<file path="src/rtl/tscf_pkg.sv">
package tscf_pkg;

  localparam int CFG_INDEX_W = 3;
  localparam int CFG_DATA_W  = 8;

  // register map of the configuration port
  typedef enum logic [CFG_INDEX_W-1:0] {
    REG_NUMBER_NONBLANK  = 3'd0,
    REG_SHOW_ENDS        = 3'd1,
    REG_NUMBER_ALL       = 3'd2,
    REG_SQUEEZE_BLANK    = 3'd3,
    REG_SHOW_TABS        = 3'd4,
    REG_SHOW_NONPRINTING = 3'd5
  } reg_index_t;

  localparam logic [7:0] CH_TAB       = 8'd9;
  localparam logic [7:0] CH_NL        = 8'd10;
  localparam logic [7:0] CH_SPACE     = 8'h20;
  localparam logic [7:0] CH_DOLLAR    = 8'h24;
  localparam logic [7:0] CH_ZERO      = 8'h30;
  localparam logic [7:0] CH_I         = 8'h49;
  localparam logic [7:0] CH_CARET     = 8'h5E;
  localparam logic [7:0] CH_DEL       = 8'd127;
  localparam logic [7:0] CARET_OFFSET = 8'd64;
  localparam logic [7:0] CTRL_LAST    = 8'd31;

  // what the back end has to emit for one accepted byte
  typedef struct packed {
    logic       number;      // line number and tab first
    logic       pad;         // blank field and tab first
    logic       dollar;      // '$' before the byte
    logic       caret;       // '^' before the byte
    logic [7:0] final_byte;  // last byte of the run
  } desc_t;

endpackage

</file>
<file path="src/rtl/tscf_queue.sv">
module tscf_queue import tscf_pkg::*; #(
  parameter int NUMBER_DIGITS = 6
) (
  input  logic                       clk,
  input  logic                       rst,
  input  logic                       push,
  input  desc_t                      push_desc,
  input  logic [4*NUMBER_DIGITS-1:0] push_digits,
  output logic                       full,
  input  logic                       pop,
  output logic                       head_valid,
  output desc_t                      head_desc,
  output logic [4*NUMBER_DIGITS-1:0] head_digits
);

  localparam int BCD_W = 4 * NUMBER_DIGITS;
  localparam int DEPTH = 2;
  localparam int PTR_W = $clog2(DEPTH);
  localparam int CNT_W = $clog2(DEPTH + 1);

  desc_t            q_desc [DEPTH];
  logic [BCD_W-1:0] q_dig  [DEPTH];
  logic [PTR_W-1:0] wr_ptr, rd_ptr;
  logic [CNT_W-1:0] count;

  assign full        = (count == CNT_W'(DEPTH));
  assign head_valid  = (count != '0);
  assign head_desc   = q_desc[rd_ptr];
  assign head_digits = q_dig[rd_ptr];

  always_ff @(posedge clk) begin
    if (push) begin
      q_desc[wr_ptr] <= push_desc;
      q_dig[wr_ptr]  <= push_digits;
    end
  end

  always_ff @(posedge clk) begin
    if (rst) begin
      wr_ptr <= '0;
      rd_ptr <= '0;
      count  <= '0;
    end else begin
      if (push) wr_ptr <= wr_ptr + PTR_W'(1);
      if (pop)  rd_ptr <= rd_ptr + PTR_W'(1);
      if (push && !pop) begin
        count <= count + CNT_W'(1);
      end else if (pop && !push) begin
        count <= count - CNT_W'(1);
      end
    end
  end

`ifndef NO_ASSERTIONS
  a_no_overflow: assert property (@(posedge clk) disable iff (rst)
    push |-> !full)
    else $error("queue written while full");
  a_no_underflow: assert property (@(posedge clk) disable iff (rst)
    pop |-> head_valid)
    else $error("queue read while empty");
`endif

endmodule

</file>
<file path="config.mk">
export PLATFORM = sky130hd
export DESIGN_NAME = tscf_queue
export DESIGN_NICKNAME = d
export VERILOG_FILES = /design/src/rtl/tscf_pkg.sv /design/src/rtl/tscf_queue.sv
export SDC_FILE = /design/constraint.sdc
export NUM_CORES = 1
export LEC_CHECK = 0
export BUFFER_PORTS_ARGS = -buffer_cell sky130_fd_sc_hd__buf_2
export CORE_AREA = 2 2 75 77
export CTS_CLUSTER_DIAMETER = 30
export DETAILED_ROUTE_END_ITERATION = 10
export DIE_AREA = 0 0 77 79
export MAX_ROUTING_LAYER = met4
export PLACE_DENSITY_LB_ADDON = 0.2
export SYNTH_ARGS = -nofsm -noshare
export SYNTH_HDL_FRONTEND = slang
export SYNTH_SLANG_ARGS = --single-unit
</file>
<file path="constraint.sdc">
create_clock -name clk -period 4.1 [get_ports clk]
set_clock_uncertainty 0.2 [all_clocks]
set_input_delay 0.205 -clock clk [delete_from_list [all_inputs] [get_ports clk]]
set_output_delay 0.205 -clock clk [all_outputs]
set_load 0.01 [all_outputs]
</file>
==> results.toml <==
[status]
outcome = "finished, final reports clean"

[place]
io_buffers = 77
gp_congestion = 0.631
place_ws_ns = 2.22
dp_hpwl_um = 2950

[synth]
ys_seq_area_share_pct = 80.3
synth_edf_count = 72
synthSimpleGateAreaFrac_pct = 1.73
netlist_area_mm2 = 0.00282
yosysTopAreaCell = "edfxtp_1"
ys_ff_latch = 77
synth_common_cells = "72 x edfxtp_1, 36 x mux2_2, 5 x dfxtp_1, 4 x nor2_1, 3 x buf_6"
ys_types = 17
syn-num-nets = 175
synth_top_family_by_area = "multiplexers"
yosysMostFrequentCell = "edfxtp_1"
synth-compound-area-share_pct = 0.355
synth_top_area_share_pct = 76.8
async_reset_ff_share_pct = 0
synth_xor_area_share_pct = 1.24
syn_area_per_cell_um2 = 21.0
synth.area.top_cells = "edfxtp_1 77%, mux2_2 14%, dfxtp_1 3.6%, buf_6 1.2%, xnor2_1 0.62%"
synthFlopType = "edfxtp_1"
syn_inst = 134
synth_mux_area_share_pct = 14.4
synthAdderAreaFrac_pct = 0.444
ys_warn_count = 0

[sta]
rsz0062_at_grt = "false"
fin_ws_ns = 1.90
fin_crit_ns = 2.20
clock.fmax_ghz = 0.454
tightest_slew_ns = 1.02
tns_ns = 0
finalSetupViolations = 0
final_hold_viol_count = 0
drv_slew = 0
final.period_utilization_pct = 53.7
slew_headroom_pct = 31.8

[setup_path]
critPathLaunchType = "flip-flop"
crit_arrival_ns = 1.80
crit_path_end = "head_digits[19]"
reg2reg_depth = 1
reg2reg_from = "wr_ptr"
reg2reg_setup_slack_ns = 2.36
worstPathMaxFanout = 36
reg2reg_to = "q_dig[0][4]"
criticalPathCategory = "reg2out"
required_ns = 3.69
end_kind = "primary output"

[detailed_routing]
drtIter0Drc = 45
wl_um = 5080
firstDrtPassIters = 4
viasPerCell = 4.81
wire_per_inst_um = 15.2
vias = 1612
ant_nets = 0
drc = 0

[pwr]
sw_frac_of_total_pct = 21.0
clkPwrFrac_pct = 36.6
leakagePower_uw = 0.00150
worst_ir_drop_vdd_mv = 0.276
p_seq_share_pct = 52.0
combinationalPowerShare_pct = 11.4
p_switching_uw = 381
power.internal_uw = 1430
power_density_mw_per_mm2 = 464

[clocking]
htree_num_levels = 3
clk_latency_ns = 0.33
post-cts-setup-buffers = 0
clockBufferDepth = 2
cts_resized = 0
root_buffer = "clkbuf_8"
numCtsBuffers = 9
cts_sinks = 77
ctsHoldBuffers = 40
cts_tree = "built"
path_clk_slew_ns = 0.07

[global_routing]
first_global_vias = 1790
overflow = 0
grt_pass1_wl_um = 8120
grt_max_degree = 37
grt_usage_pct = 18.7
antenna_found_initial = 0

[die]
pin_count = 78
start_util_pct = 52.8
die_y_um = 79
die_w_um = 77
core_region_area_mm2 = 0.00534
row_count = 27
die_area_mm2 = 0.00608

[layout]
final_core_util_pct = 73.1
antennaDiodeCount = 0
multiInputGateArea_um2 = 520
syn_to_final_growth_pct = 38.5
final-seq-area_mm2 = 0.00226
final_nets = 299
final_layout_size_suffix_gt1_share_pct = 50.6
nFillCells = 352

[flow_run]
max_cap_viol_count = 0

[worst_hold_path]
min_from = "count[1]"
hold_path_class = "reg2reg"
[flip-flops by register name, summed over array words and instances (netlist names), named ones only]
name and flops:
q_desc 24, count 2, q_dig 48, rd_ptr 1, wr_ptr 1
[through the flow]
stage | instance area (um2) | hold slack, ns | power, uW | cells
floorplan | 2820 | 0.0741 | 1060 | 134
global placement | 3260 | 0.193 | 1130 | 279
detailed placement | 3260 | 0.196 | 1140 | 279
CTS | 3900 | 0.315 | 1820 | 335
global route | 3900 | 0.358 | 1880 | 335
finish | 3900 | 0.311 | 1810 | 335
[placed cells by master, fill, tap and decap left out]
cell type	synthesis	final
clkinv_2	0	1
or3_1	1	1
clkbuf_8	0	9
xor2_1	2	2
o21ai_0	1	1
bufinv_16	0	3
and2_2	0	1
clkinv_1	0	1
or2_2	1	1
clkinvlp_4	0	2
nor2b_4	0	1
mux2_2	36	36
dfxtp_2	0	1
edfxtp_1	72	72
and2b_2	1	1
ha_1	1	1
inv_1	1	1
xnor2_1	2	2
a21oi_1	1	1
dlygate4sd3_1	0	40
nor2_1	4	4
buf_2	1	77
dfxtp_1	5	4
[area by class of cell]
| cell class | instances | area share [%] |
|---|---|---|
| Tap cell | 72 | 2.31 |
| Clock buffer | 9 | 3.18 |
| Sequential cell | 77 | 58.0 |
| Inverter | 1 | 0.0962 |
| Clock inverter | 7 | 2.92 |
| Timing Repair Buffer | 117 | 20.1 |
| Multi-Input combinational cell | 52 | 13.3 |
[power by group through the flow]
stage / combinational [uW] / clock (uW) / sequential, uW
final: 206 / 663 / 943
after CTS: 207 / 668 / 944
after global routing: 225 / 707 / 950
after floorplan: 118 / 0 / 942
after detailed placement: 176 / 0 / 962
after global placement: 171 / 0 / 956
[per-layer routing]
layer / vias up / global-route usage, % / part of all wire (%)
li1: 762 / - / -
met1: 784 / 19.8 / 39
met2: 55 / 32.1 / 54
met3: 11 / 4.66 / 4.6
met4: 0 / 10.9 / 2.4
met5: - / - / 0
[worst max-delay path, stage by stage, from the launching register on]
cell     delay (ns)
dfxtp_2        0.89
mux2_2         0.43
buf_2          0.14
[cells by family after synthesis]
group                      after synthesis
xor gates and xnor gates                 4
adders and majority gates                1
and+or+nand+nor                          9
DFF                                     77
AOI/OAI and AO/OA                        2
muxes                                   36
buffers and inverters                    5
[how the worst min path moves through the flow]
stage | end | slack (ns) | depth (start not counted)
finish | count[1] | 0.31 | 2
global route | count[1] | 0.36 | 2
CTS | count[1] | 0.31 | 2
detailed placement | q_dig[0][21] | 0.20 | 1
global placement | q_dig[1][22] | 0.19 | 1
floorplan | count[1] | 0.07 | 1
Note: power is estimated with default switching activity, not from simulation.
