$ cat src/rtl/tscf_pkg.sv
package tscf_pkg;

  localparam int CFG_INDEX_W = 3;
  localparam int CFG_DATA_W  = 8;

  // register map of the configuration port
  typedef enum logic [CFG_INDEX_W-1:0] {
    REG_NUMBER_NONBLANK  = 3'd0,
    REG_SHOW_ENDS        = 3'd1,
    REG_NUMBER_ALL       = 3'd2,
    REG_SQUEEZE_BLANK    = 3'd3,
    REG_SHOW_TABS        = 3'd4,
    REG_SHOW_NONPRINTING = 3'd5
  } reg_index_t;

  localparam logic [7:0] CH_TAB       = 8'd9;
  localparam logic [7:0] CH_NL        = 8'd10;
  localparam logic [7:0] CH_SPACE     = 8'h20;
  localparam logic [7:0] CH_DOLLAR    = 8'h24;
  localparam logic [7:0] CH_ZERO      = 8'h30;
  localparam logic [7:0] CH_I         = 8'h49;
  localparam logic [7:0] CH_CARET     = 8'h5E;
  localparam logic [7:0] CH_DEL       = 8'd127;
  localparam logic [7:0] CARET_OFFSET = 8'd64;
  localparam logic [7:0] CTRL_LAST    = 8'd31;

  // what the back end has to emit for one accepted byte
  typedef struct packed {
    logic       number;      // line number and tab first
    logic       pad;         // blank field and tab first
    logic       dollar;      // '$' before the byte
    logic       caret;       // '^' before the byte
    logic [7:0] final_byte;  // last byte of the run
  } desc_t;

endpackage

$ cat src/rtl/tscf_if.sv


interface tscf_result_if;
  logic       valid;
  logic       ready;
  logic [7:0] out_byte;
  logic       last_of_run;
  modport source (output valid, output out_byte, output last_of_run, input ready);
  modport sink   (input valid, input out_byte, input last_of_run, output ready);
endinterface


$ cat src/rtl/tscf_back.sv
module tscf_back import tscf_pkg::*; #(
  parameter int NUMBER_DIGITS = 6
) (
  input  logic                       clk,
  input  logic                       rst,
  input  logic                       head_valid,
  input  desc_t                      head_desc,
  input  logic [4*NUMBER_DIGITS-1:0] head_digits,
  output logic                       pop,
  tscf_result_if.source              result
);

  localparam int BCD_W = 4 * NUMBER_DIGITS;
  localparam int POS_W = $clog2(NUMBER_DIGITS + 1);
  localparam logic [POS_W-1:0] TAB_POS    = POS_W'(NUMBER_DIGITS);
  localparam logic [POS_W-1:0] LAST_DIGIT = POS_W'(NUMBER_DIGITS - 1);

  typedef enum logic [1:0] {PH_PREFIX, PH_DOLLAR, PH_CARET, PH_FINAL} phase_t;

  phase_t           phase, cur_phase, phase_next, after_prefix;
  logic             mid, seen_nz, seen_next, load, done;
  logic [POS_W-1:0] pos, cur_pos, pos_next;
  logic [BCD_W-1:0] shift_dig, cur_dig, dig_next;
  logic [3:0]       top;
  logic [7:0]       byte_next;

  always_comb begin
    load = head_valid && (!result.valid || result.ready);

    if (head_desc.dollar) begin
      after_prefix = PH_DOLLAR;
    end else if (head_desc.caret) begin
      after_prefix = PH_CARET;
    end else begin
      after_prefix = PH_FINAL;
    end

    if (mid) begin
      cur_phase = phase;
    end else if (head_desc.number || head_desc.pad) begin
      cur_phase = PH_PREFIX;
    end else begin
      cur_phase = after_prefix;
    end
    cur_pos = mid ? pos : '0;
    cur_dig = mid ? shift_dig : head_digits;
    top     = cur_dig[BCD_W-1 -: 4];

    byte_next  = head_desc.final_byte;
    phase_next = cur_phase;
    pos_next   = cur_pos;
    seen_next  = seen_nz;
    dig_next   = cur_dig;
    done       = 1'b0;

    unique case (cur_phase)
      PH_PREFIX: begin
        if (cur_pos == TAB_POS) begin
          byte_next  = CH_TAB;
          phase_next = after_prefix;
        end else begin
          // digits go out most significant first; leading zeros blank
          if (head_desc.pad) begin
            byte_next = CH_SPACE;
          end else if (top != 4'd0 || seen_nz || cur_pos == LAST_DIGIT) begin
            byte_next = CH_ZERO + {4'd0, top};
            seen_next = 1'b1;
          end else begin
            byte_next = CH_SPACE;
          end
          pos_next = cur_pos + POS_W'(1);
          dig_next = cur_dig << 4;
        end
      end
      PH_DOLLAR: begin
        byte_next  = CH_DOLLAR;
        phase_next = head_desc.caret ? PH_CARET : PH_FINAL;
      end
      PH_CARET: begin
        byte_next  = CH_CARET;
        phase_next = PH_FINAL;
      end
      PH_FINAL: begin
        byte_next = head_desc.final_byte;
        done      = 1'b1;
      end
      default: ;
    endcase

    pop = load && done;
  end

  always_ff @(posedge clk) begin
    if (rst) begin
      mid          <= 1'b0;
      phase        <= PH_PREFIX;
      pos          <= '0;
      seen_nz      <= 1'b0;
      result.valid <= 1'b0;
    end else begin
      if (load) begin
        result.valid       <= 1'b1;
        result.out_byte    <= byte_next;
        result.last_of_run <= done;
        if (done) begin
          mid     <= 1'b0;
          pos     <= '0;
          seen_nz <= 1'b0;
        end else begin
          mid       <= 1'b1;
          phase     <= phase_next;
          pos       <= pos_next;
          seen_nz   <= seen_next;
          shift_dig <= dig_next;
        end
      end else if (result.ready) begin
        result.valid <= 1'b0;
      end
    end
  end

`ifndef NO_ASSERTIONS
  a_pop_marks_last: assert property (@(posedge clk) disable iff (rst)
    pop |=> result.valid && result.last_of_run)
    else $error("run finished without last byte flag");
  a_head_held: assert property (@(posedge clk) disable iff (rst)
    mid |-> head_valid)
    else $error("queue head lost in the middle of a run");
  a_result_held: assert property (@(posedge clk) disable iff (rst)
    result.valid && !result.ready |=> result.valid && $stable(result.out_byte) &&
      $stable(result.last_of_run))
    else $error("output byte changed while stalled");
`endif

endmodule

$ cat src/flat_wrapper.sv
// flat-port wrapper written by rule: the top's interface ports become plain ports
module tscf_back_flat import tscf_pkg::*;
#(
  parameter int NUMBER_DIGITS = 6
)
  (clk, rst, head_valid, head_desc, head_digits, pop, result_valid, result_out_byte, result_last_of_run, result_ready);
  tscf_result_if result_i ();
  input  logic clk;
  input  logic rst;
  input  logic head_valid;
  input  desc_t head_desc;
  input  logic [4*NUMBER_DIGITS-1:0] head_digits;
  output logic pop;
  output wire logic [$bits(result_i.valid)-1:0] result_valid;
  output wire logic [$bits(result_i.out_byte)-1:0] result_out_byte;
  output wire logic [$bits(result_i.last_of_run)-1:0] result_last_of_run;
  input wire logic [$bits(result_i.ready)-1:0] result_ready;
  assign result_valid = result_i.valid;
  assign result_out_byte = result_i.out_byte;
  assign result_last_of_run = result_i.last_of_run;
  assign result_i.ready = result_ready;
  tscf_back #(.NUMBER_DIGITS(NUMBER_DIGITS)) u_core (.clk(clk), .rst(rst), .head_valid(head_valid), .head_desc(head_desc), .head_digits(head_digits), .pop(pop), .result(result_i));
endmodule
$ cat config.mk
export PLATFORM = sky130hd
export DESIGN_NAME = tscf_back_flat
export DESIGN_NICKNAME = d
export VERILOG_FILES = /design/src/rtl/tscf_pkg.sv /design/src/rtl/tscf_if.sv /design/src/rtl/tscf_back.sv /design/src/flat_wrapper.sv
export SDC_FILE = /design/constraint.sdc
export NUM_CORES = 1
export LEC_CHECK = 0
export BUFFER_PORTS_ARGS = -buffer_cell sky130_fd_sc_hd__buf_2
export CORE_MARGIN = 5
export CORE_UTILIZATION = 41
export DETAILED_ROUTE_END_ITERATION = 16
export PLACE_DENSITY = 0.6
export REMOVE_ABC_BUFFERS = 1
export SLEW_MARGIN = 10
export SYNTH_ARGS = -nofsm -noshare
export SYNTH_HDL_FRONTEND = slang
export SYNTH_SLANG_ARGS = --single-unit
$ cat constraint.sdc
create_clock -name clk -period 5.8 [get_ports clk]
set_input_delay 1.16 -clock clk [delete_from_list [all_inputs] [get_ports clk]]
set_output_delay 1.16 -clock clk [all_outputs]
set_load 0.1 [all_outputs]
==> results of run 1 <==
cell usage in the layout, fill, tap and decap left out, types with 2 or more instances in the layout:
cell and n:
nor2b_1 4, ha_1 7, nor2_1 14, nand2_1 12, clkbuf_8 5, a311oi_1 2
a31oi_1 2, a21oi_1 8, mux2_2 2, nor3_1 4, mux2i_1 7, o22ai_1 3
edfxtp_1 33, nand2b_1 2, nand3_1 4, o211ai_1 2, mux4_2 20, a211oi_1 3
dfxtp_1 7, inv_1 7, buf_2 50, o21ai_0 6, and2_1 3, buf_4 2
worst register-to-register path, stage by stage (launching register included):
cell,delay (ps)
dfxtp_2,340
buf_4,490
and2_1,280
inv_1,60
ha_1,210
nand3_1,200
and2_1,880
mux4_2,430
flip-flops by register name, indices dropped and copies added (netlist names):
name and count:
u_core.seen_nz 1, u_core.result.last_of_run 1, u_core.pos 3, u_core.phase 2, u_core.result.out_byte 8, u_core.shift_dig 24, u_core.result.valid 1, u_core.mid 1
report_power, final:
group | switching (mW) | internal [mW] | total, mW | leakage, nW
logic | 0.0909 | 0.0676 | 0.158 | 0.579
clock network | 0.0993 | 0.128 | 0.227 | 0.0552
registers | 0.00934 | 0.345 | 0.354 | 0.376
total | 0.200 | 0.540 | 0.740 | 1.01
Yosys cell counts (2+ instances only):
cell type  instances  area, µm²
nor2b_1            4       25.0
a21oi_1            8       40.0
o21ai_0            6       30.0
nand2b_1           2       12.5
mux2_2             2       22.5
a211oi_1           3       22.5
a311oi_1           2       17.5
dfxtp_1            8        160
nor2_1            14       52.6
edfxtp_1          33        991
a31oi_1            2       12.5
mux2i_1            7       70.1
mux4_2            20        450
clkbuf_1           2       7.51
ha_1               7       87.6
o211ai_1           2       15.0
o22ai_1            3       18.8
nor3_1             5       25.0
nand2_1           12       45.0
buf_2              7       35.0
inv_1              7       26.3
nand3_1            4       20.0
and2_1             3       18.8
layout make-up:
class | count | area, µm²
clock buffers | 6 | 72.6
clock inverters | 2 | 35.0
fillers | 523 | 2770
inverters | 7 | 26.3
multi-input cells | 121 | 1130
flip-flops and latches | 41 | 1150
well taps | 72 | 90.1
repair buffers | 52 | 265
metal layers:
layer / part of all wire, % / track usage, % / vias to the layer above
li1: - / - / 802
met1: 46 / 18.8 / 810
met2: 44 / 21.1 / 51
met3: 8.3 / 4.71 / 6
met4: 1.6 / 5.61 / 0
met5: 0 / 0 / -
logic make-up (layout without fill, tap and decap cells):
| logic type | count (synthesis) | in the layout |
|---|---|---|
| AND/OR/NAND/NOR | 51 | 51 |
| flip-flops | 41 | 41 |
| AO/OA/AOI/OAI | 34 | 34 |
| multiplexers | 29 | 29 |
| buffers and inverters | 18 | 67 |
| adder cells (fa/ha/maj) | 7 | 7 |
worst paths after layout:
| kind | from | to |
|---|---|---|
| worst max register to register | u_core.mid | u_core.shift_dig[23] |
| worst max-delay path | head_desc[10] | pop |
| worst min register to register | u_core.pos[1] | u_core.pos[1] |
| worst min-delay path | u_core.pos[1] | u_core.pos[1] |
==> impl_metrics.env, run 1 <==
export IMPL_run_status="finished, final reports clean"
export IMPL_instances_no_fill=301
export IMPL_grt_pass1_wl_mm=8.08
export IMPL_ir_drop_mv=0.128
export IMPL_dp_hpwl_mm=3.49
export IMPL_min_period_ps=4510
export IMPL_placed_area_um2=2660
export IMPL_worstPathRequired_ps=4640
export IMPL_cp_cell_sequence="buf_2, or3_4, o21ai_0, ha_1, inv_1, nor2_1, buf_2"
export IMPL_cts_resized=0
export IMPL_vias_per_cell=5.54
export IMPL_min_period_over_period_pct=77.7
export IMPL_clock_skew_ps=10.1
export IMPL_p_leak_nw=1.01
export IMPL_clock_path_buffers=2
export IMPL_dp_cells=293
export IMPL_synthMuxAreaShare_pct=23.0
export IMPL_drt_wl_total_mm=4.68
export IMPL_timing_final_ws_setup_ps=1290
export IMPL_cts_root_buffer="clkbuf_8"
export IMPL_crit_cells=7
export IMPL_rsz0062_at_grt="no"
export IMPL_dieWidth_um=85.9
export IMPL_path_common_cell="buf_2"
export IMPL_seq_area_frac_synth_pct=48.7
export IMPL_drc=0
export IMPL_rr_worst_depth=7
export IMPL_synth_compound_area_share_pct=10.3
export IMPL_setup_tns_ps=0
export IMPL_num_rows=27
export IMPL_dpl_worst_slack_ps=1290
export IMPL_final_nets=275
export IMPL_cp_num_buf_inv=3
export IMPL_start_util_pct=42.7
export IMPL_yosys_area_share_xor_xnor_pct=0
export IMPL_first_pass_iters=4
export IMPL_antenna_found_initial=0
export IMPL_io_pins=51
export IMPL_syn_avg_cell_area_um2=13.1
export IMPL_slew_headroom_pct=28.0
export IMPL_post_cts_buffers=0
export IMPL_dieArea_um2=7380
export IMPL_grt_total_usage_pct=14.1
export IMPL_yosys_warnings=0
export IMPL_final_area_um2=2770
export IMPL_crit_path_top_delay_cell="ha_1"
export IMPL_async_reset_ff_share_pct=0
export IMPL_setup_viol=0
export IMPL_synth_top_family_by_area="multiplexers"
export IMPL_cap_viol_max_count=0
export IMPL_area_growth_pct=17.3
export IMPL_io_buffer_count=50
export IMPL_diodes=0
export IMPL_numCtsBuffers=5
export IMPL_pwr_density_cell_nw_per_um2=267
export IMPL_synth_cell_types=40
export IMPL_htree_levels=2
export IMPL_die_h_um=85.9
export IMPL_cts_tree="done"
export IMPL_grt_pass1_vias=1686
export IMPL_whs_path_depth=2
export IMPL_hold_path_class="reg2reg"
export IMPL_synth_fa_ha_area_share_pct=3.71
export IMPL_yosys_area_share_simple_pct=10.6
export IMPL_worstSetupPathType="in2out"
export IMPL_grt_ovfl_total=0
export IMPL_clkTransAtPathRegs_ps=70
export IMPL_synth_seq_cells=41
export IMPL_antenna_left=0
export IMPL_final_hold_viol_count=0
export IMPL_core_um2=5540
export IMPL_routedWlPerCell_um=15.6
export IMPL_yosys_most_used_dff="edfxtp_1"
export IMPL_vias=1669
export IMPL_layout_drive_gt1_share_pct=38.0
export IMPL_p_total_mw=0.740
export IMPL_startpoint_type="input port"
export IMPL_drv_slew=0
export IMPL_ctsHoldBuffers=0
export IMPL_utilization_pct=50.0
export IMPL_cp_arrival_ps=3350
export IMPL_fmax_mhz=222
export IMPL_slowest_delay_ps=480
export IMPL_regToRegSetupSlack_ps=2650
export IMPL_tightest_slew_ps=1080
export IMPL_critPathCaptureType="output port"
export IMPL_cts_sinks=41
export IMPL_critPathMaxFanout=12
export IMPL_synthCells=180
export IMPL_drt_first_iter_violations=122
export IMPL_crit_family="buffers and inverters"
export IMPL_hold_worst_slack_ps=454
export IMPL_synth_edff_count=33
export IMPL_synthesis_area_um2=2360
export IMPL_grt_max_degree=44
export IMPL_gp_congestion=0.786
export IMPL_clk_latency_ps=300
No activity file was read; power rests on OpenSTA's default activity.
==> run 2, diff against run 1 <==
--- a/config.mk
+++ b/config.mk
@@ -5,11 +5,12 @@
 export SDC_FILE = /design/constraint.sdc
 export NUM_CORES = 1
 export LEC_CHECK = 0
+export ABC_AREA = 1
 export BUFFER_PORTS_ARGS = -buffer_cell sky130_fd_sc_hd__buf_2
 export CORE_MARGIN = 5
 export CORE_UTILIZATION = 41
 export DETAILED_ROUTE_END_ITERATION = 16
-export PLACE_DENSITY = 0.6
+export PLACE_DENSITY = 0.62
 export REMOVE_ABC_BUFFERS = 1
 export SLEW_MARGIN = 10
 export SYNTH_ARGS = -nofsm -noshare
==> constraint.sdc (replaced) <==
create_clock -name clk -period 3.7 [get_ports clk]
set_input_delay 0.74 -clock clk [delete_from_list [all_inputs] [get_ports clk]]
set_output_delay 0.74 -clock clk [all_outputs]
set_load 0.1 [all_outputs]
==> impl_metrics.env, run 2 <==
export IMPL_clock_path_buffers=2
export IMPL_io_buffer_count=50
export IMPL_placed_area_um2=2680
export IMPL_final_cell_mix="nand2_1 (86), buf_2 (50), edfxtp_1 (33), inv_1 (21), nor2_1 (19)"
export IMPL_largest_reg_flops=24
export IMPL_drv_slew=0
export IMPL_cts_resized=0
export IMPL_slew_headroom_pct=67.4
export IMPL_num_rows=27
export IMPL_p_total_mw=1.27
export IMPL_final_hold_viol_count=0
export IMPL_clkTransAtPathRegs_ps=70
export IMPL_numCtsBuffers=5
export IMPL_synth_edff_count=33
export IMPL_synth_seq_cells=41
export IMPL_crit_start="head_desc[10]"
export IMPL_yosys_warnings=0
export IMPL_cap_viol_max_count=0
export IMPL_synthesis_area_um2=2370
export IMPL_final_common_cell="nand2_1"
export IMPL_fmax_mhz=353
export IMPL_yosys_most_used_dff="edfxtp_1"
export IMPL_syn_avg_cell_area_um2=8.64
export IMPL_cp_arrival_ps=2090
export IMPL_pwr_density_cell_nw_per_um2=452
export IMPL_final_nets=374
export IMPL_drt_first_iter_violations=100
export IMPL_drc=0
export IMPL_tightest_slew_ps=492
export IMPL_reg2reg_from="u_core.mid"
export IMPL_hp_start="u_core.pos[0]"
export IMPL_diodes=0
export IMPL_startpoint_type="input port"
export IMPL_io_pins=51
export IMPL_post_cts_buffers=0
export IMPL_antenna_found_initial=0
export IMPL_yosysTopAreaCell="edfxtp_1"
export IMPL_layout_drive_gt1_share_pct=26.8
export IMPL_drt_wl_total_mm=5.10
export IMPL_async_reset_ff_share_pct=0
export IMPL_dp_hpwl_mm=3.68
export IMPL_ir_drop_mv=0.262
export IMPL_cts_root_buffer="clkbuf_8"
export IMPL_gp_congestion=0.836
export IMPL_worstSetupPathType="in2out"
export IMPL_seq_area_frac_synth_pct=48.7
export IMPL_start_util_pct=42.4
export IMPL_htree_levels=2
export IMPL_final_area_um2=2810
export IMPL_area_growth_pct=18.9
export IMPL_die_h_um=86.0
export IMPL_clk_latency_ps=300
export IMPL_synth_most_common_cell="nand2_1"
export IMPL_hold_path_class="reg2reg"
export IMPL_ctsHoldBuffers=0
export IMPL_antenna_left=0
export IMPL_setup_viol=0
export IMPL_vias=1930
export IMPL_grt_max_degree=31
export IMPL_largestRegisters="u_core.shift_dig: 24 flops, u_core.result.out_byte: 8 flops, u_core.pos: 3 flops"
export IMPL_run_status="finished, final reports clean"
export IMPL_rsz0062_at_grt="no"
export IMPL_regMostFlops="u_core.shift_dig"
export IMPL_vias_per_cell=4.83
export IMPL_instances_no_fill=400
export IMPL_clock_skew_ps=7.28
export IMPL_min_period_ps=2830
export IMPL_cts_sinks=41
export IMPL_regArea_um2=1150
export IMPL_min_period_over_period_pct=76.6
export IMPL_grt_ovfl_total=0
export IMPL_synth_cell_types=30
export IMPL_core_um2=5570
export IMPL_multi_input_area_um2=1050
export IMPL_dieArea_um2=7390
export IMPL_dp_cells=392
export IMPL_worstPathRequired_ps=2960
export IMPL_grt_pass1_wl_mm=8.54
export IMPL_nFillCells=553
export IMPL_first_pass_iters=4
export IMPL_critPathCaptureType="output port"
export IMPL_critPathMaxFanout=7
export IMPL_cts_tree="done"
export IMPL_p_leak_nw=1.34
export IMPL_grt_total_usage_pct=14.4
export IMPL_grt_pass1_vias=1975
export IMPL_synthCells=274
export IMPL_routedWlPerCell_um=12.8
export IMPL_dieWidth_um=86.0
export IMPL_yosys_area_top_type_share_pct=41.9
export IMPL_synth_commonest_cells="nand2_1 (86), edfxtp_1 (33), inv_1 (21)"
export IMPL_synth_area_leaders="edfxtp_1 (42%), nand2_1 (14%), dfxtp_1 (6.8%)"
## run 2: cell count changes after synthesis, moves of 7 or more
cell	change
nand3_1	+7
mux4_2	-20
inv_1	+14
nand2_1	+74
a21oi_1	+8
## run 2: metal layers
| layer | track usage [%] | routed length [µm] | up-vias |
|---|---|---|---|
| li1 | - | - | 1014 |
| met1 | 17.7 | 2280 | 874 |
| met2 | 24.4 | 2540 | 32 |
| met3 | 2.69 | 182 | 10 |
| met4 | 6.33 | 100 | 0 |
| met5 | 0 | 0 | - |
## run 2: critical path, cell delays in order
cell and delay [ps]:
buf_2 120, nor2_2 170, nand3_2 110, nand2_4 130
ha_1 200, inv_1 50, nor2_1 120, buf_2 450
## run 2: final cells by class
class / instances / area share [%]
Sequential cell: 41 / 40.9
Multi-Input combinational cell: 198 / 37.3
Timing Repair Buffer: 56 / 10.5
Inverter: 25 / 3.33
Tap cell: 72 / 3.20
Clock buffer: 5 / 2.45
Clock inverter: 3 / 2.31
## run 2: logic make-up (layout without fill, tap and decap cells)
group,after synthesis,in the layout,synth area share (%)
simple gates,138,138,27.0
flops,41,41,48.7
mux,4,4,1.69
fa+ha+maj,7,7,3.70
xor+xnor,1,1,0.370
buf+inv,35,89,7.09
compound gates,48,48,11.5
## run 2: worst paths after layout
path	end	slack [ps]	cells past startpoint
max	pop	870	8
max reg2reg	u_core.shift_dig[17]	1210	9
min reg2reg	u_core.pos[0]	460	2
min	u_core.pos[0]	460	2
## run 2: metrics by stage
stage / TNS (ps) / utilization, % / setup slack [ps] / hold WS, ps
after detailed placement: 0 / 48.1 / 878 / 456
after floorplan: -49.0 / - / -49.0 / 439
after CTS: 0 / 50.5 / 865 / 469
after global placement: 0 / 48.1 / 904 / 456
after global routing: 0 / 50.5 / 777 / 494
final: 0 / 50.5 / 865 / 465
## run 2: where the power goes
| part | leakage [nW] | total, mW | switching, mW | internal [mW] |
|---|---|---|---|---|
| Clock | 0.0681 | 0.425 | 0.157 | 0.268 |
| Combinational | 0.892 | 0.289 | 0.198 | 0.0910 |
| Sequential | 0.377 | 0.557 | 0.0116 | 0.545 |
==> run 3, diff against run 2 <==
--- a/config.mk
+++ b/config.mk
@@ -10,7 +10,7 @@
 export CORE_MARGIN = 5
 export CORE_UTILIZATION = 41
 export DETAILED_ROUTE_END_ITERATION = 16
-export PLACE_DENSITY = 0.62
+export PLACE_DENSITY = 0.6
 export REMOVE_ABC_BUFFERS = 1
 export SLEW_MARGIN = 10
 export SYNTH_ARGS = -nofsm -noshare
==> constraint.sdc (replaced) <==
create_clock -name clk -period 2.75 [get_ports clk]
set_input_delay 0.55 -clock clk [delete_from_list [all_inputs] [get_ports clk]]
set_output_delay 0.55 -clock clk [all_outputs]
set_load 0.1 [all_outputs]
==> impl_metrics.env, run 3 (synthesized netlist as in run 2, its figures left out) <==
export IMPL_area_growth_pct=18.9
export IMPL_grt_pass1_wl_mm=8.70
export IMPL_first_pass_iters=4
export IMPL_regMostFlops="u_core.shift_dig"
export IMPL_antenna_left=0
export IMPL_run_status="finished, final reports clean"
export IMPL_grt_total_usage_pct=14.8
export IMPL_largest_reg_flops=24
export IMPL_dp_hpwl_mm=3.64
export IMPL_nFillCells=568
export IMPL_worstSetupPathType="in2out"
export IMPL_io_buffer_count=50
export IMPL_routedWlPerCell_um=12.8
export IMPL_critPathMaxFanout=7
export IMPL_cts_root_buffer="clkbuf_8"
export IMPL_ir_drop_mv=0.290
export IMPL_setup_viol=0
export IMPL_grt_ovfl_total=0
export IMPL_final_cell_mix="nand2_1 (86), buf_2 (50), edfxtp_1 (33), inv_1 (21), nor2_1 (19)"
export IMPL_final_common_cell="nand2_1"
export IMPL_path_common_cell="buf_2"
export IMPL_dp_cells=392
export IMPL_fmax_mhz=408
export IMPL_cts_tree="done"
export IMPL_clk_latency_ps=300
export IMPL_final_area_um2=2810
export IMPL_antenna_found_initial=0
export IMPL_drt_first_iter_violations=97
export IMPL_dieArea_um2=7390
export IMPL_gp_congestion=0.868
export IMPL_layout_drive_gt1_share_pct=26.8
export IMPL_crit_path_top_delay_cell="buf_2"
export IMPL_final_hold_viol_count=0
export IMPL_drc=0
export IMPL_multi_input_area_um2=1050
export IMPL_num_rows=27
export IMPL_ctsHoldBuffers=0
export IMPL_cp_cell_sequence="buf_2, nor2_2, nand3_2, nand2_4, ha_1, inv_1, nor2_1, buf_2"
export IMPL_cts_sinks=41
export IMPL_grt_pass1_vias=1932
export IMPL_cp_num_buf_inv=3
export IMPL_tightest_slew_ps=490
export IMPL_cts_resized=0
export IMPL_htree_levels=2
export IMPL_vias_per_cell=4.87
export IMPL_cap_viol_max_count=0
export IMPL_hold_path_class="reg2reg"
export IMPL_cp_arrival_ps=1900
export IMPL_final_nets=374
export IMPL_startpoint_type="input port"
export IMPL_start_util_pct=42.4
export IMPL_rsz0062_at_grt="no"
export IMPL_core_um2=5570
export IMPL_largestRegisters="u_core.shift_dig: 24 flops, u_core.result.out_byte: 8 flops, u_core.pos: 3 flops"
export IMPL_vias=1948
export IMPL_p_leak_nw=1.34
export IMPL_min_period_over_period_pct=89.2
export IMPL_numCtsBuffers=5
export IMPL_pwr_density_cell_nw_per_um2=608
export IMPL_min_period_ps=2450
export IMPL_placed_area_um2=2680
export IMPL_regArea_um2=1150
export IMPL_drt_wl_total_mm=5.13
export IMPL_crit_family="buffers and inverters"
export IMPL_dieWidth_um=86.0
export IMPL_clock_path_buffers=2
export IMPL_instances_no_fill=400
export IMPL_critPathCaptureType="output port"
export IMPL_die_h_um=86.0
export IMPL_slew_headroom_pct=67.5
export IMPL_post_cts_buffers=0
export IMPL_slowest_delay_ps=450
export IMPL_grt_max_degree=30
export IMPL_io_pins=51
export IMPL_diodes=0
export IMPL_drv_slew=0
export IMPL_worstPathRequired_ps=2200
export IMPL_clock_skew_ps=6.01
export IMPL_clkTransAtPathRegs_ps=80
==> run 3: cell counts in the layout (fill, tap and decap cells not counted) <==
No cell type changed its count.
==> run 3: area by class of cell <==
| cell class | count | area share, % |
|---|---|---|
| inverters | 25 | 3.33 |
| repair buffers | 56 | 10.5 |
| well taps | 72 | 3.20 |
| clock inverters | 3 | 2.31 |
| flip-flops and latches | 41 | 40.9 |
| clock buffers | 5 | 2.45 |
| multi-input cells | 198 | 37.3 |
==> run 3: report_power, final <==
group | switching [mW] | internal (mW)
sequential | 0.0152 | 0.734
combinational | 0.265 | 0.123
clock | 0.212 | 0.361
==> run 3: layer usage <==
metal  GRT usage, %  wire length, µm  part of all wire, %  vias to the layer above
met5              0                0                    0                        -
met4           4.75               70                  1.4                        0
met3           3.65              239                  4.7                        6
met2           26.1             2550                   50                       37
met1           17.5             2270                   44                      887
li1               -                -                    -                     1018
==> run 3: final timing paths <==
path,start,to,slack [ps],cells after the start
hold / removal,u_core.pos[0],u_core.pos[0],470,2
setup / recovery,head_desc[10],pop,300,8
setup reg to reg,u_core.mid,u_core.shift_dig[9],500,8
hold reg to reg,u_core.pos[0],u_core.pos[0],470,2
==> run 3: worst reg2reg max path: stages, from the launching register on <==
cell and delay [ps]:
dfxtp_1 440, buf_4 370, nand2_1 140, inv_1 130, ha_1 180, nand3_2 140
nand2_1 140, buf_4 290, o21ai_0 150
==> run 3: stage by stage <==
| stage | hold WS, ps | setup slack, ps | power [mW] | utilization, % | setup TNS [ps] |
|---|---|---|---|---|---|
| after CTS | 466 | 292 | 1.73 | 50.5 | 0 |
| after detailed placement | 463 | 304 | 1.16 | 48.1 | 0 |
| final | 468 | 298 | 1.71 | 50.5 | 0 |
| after floorplan | 439 | -809 | 1.05 | - | -11520 |
| after global placement | 453 | 335 | 1.15 | 48.1 | 0 |
| after global routing | 486 | 177 | 1.81 | 50.5 | 0 |
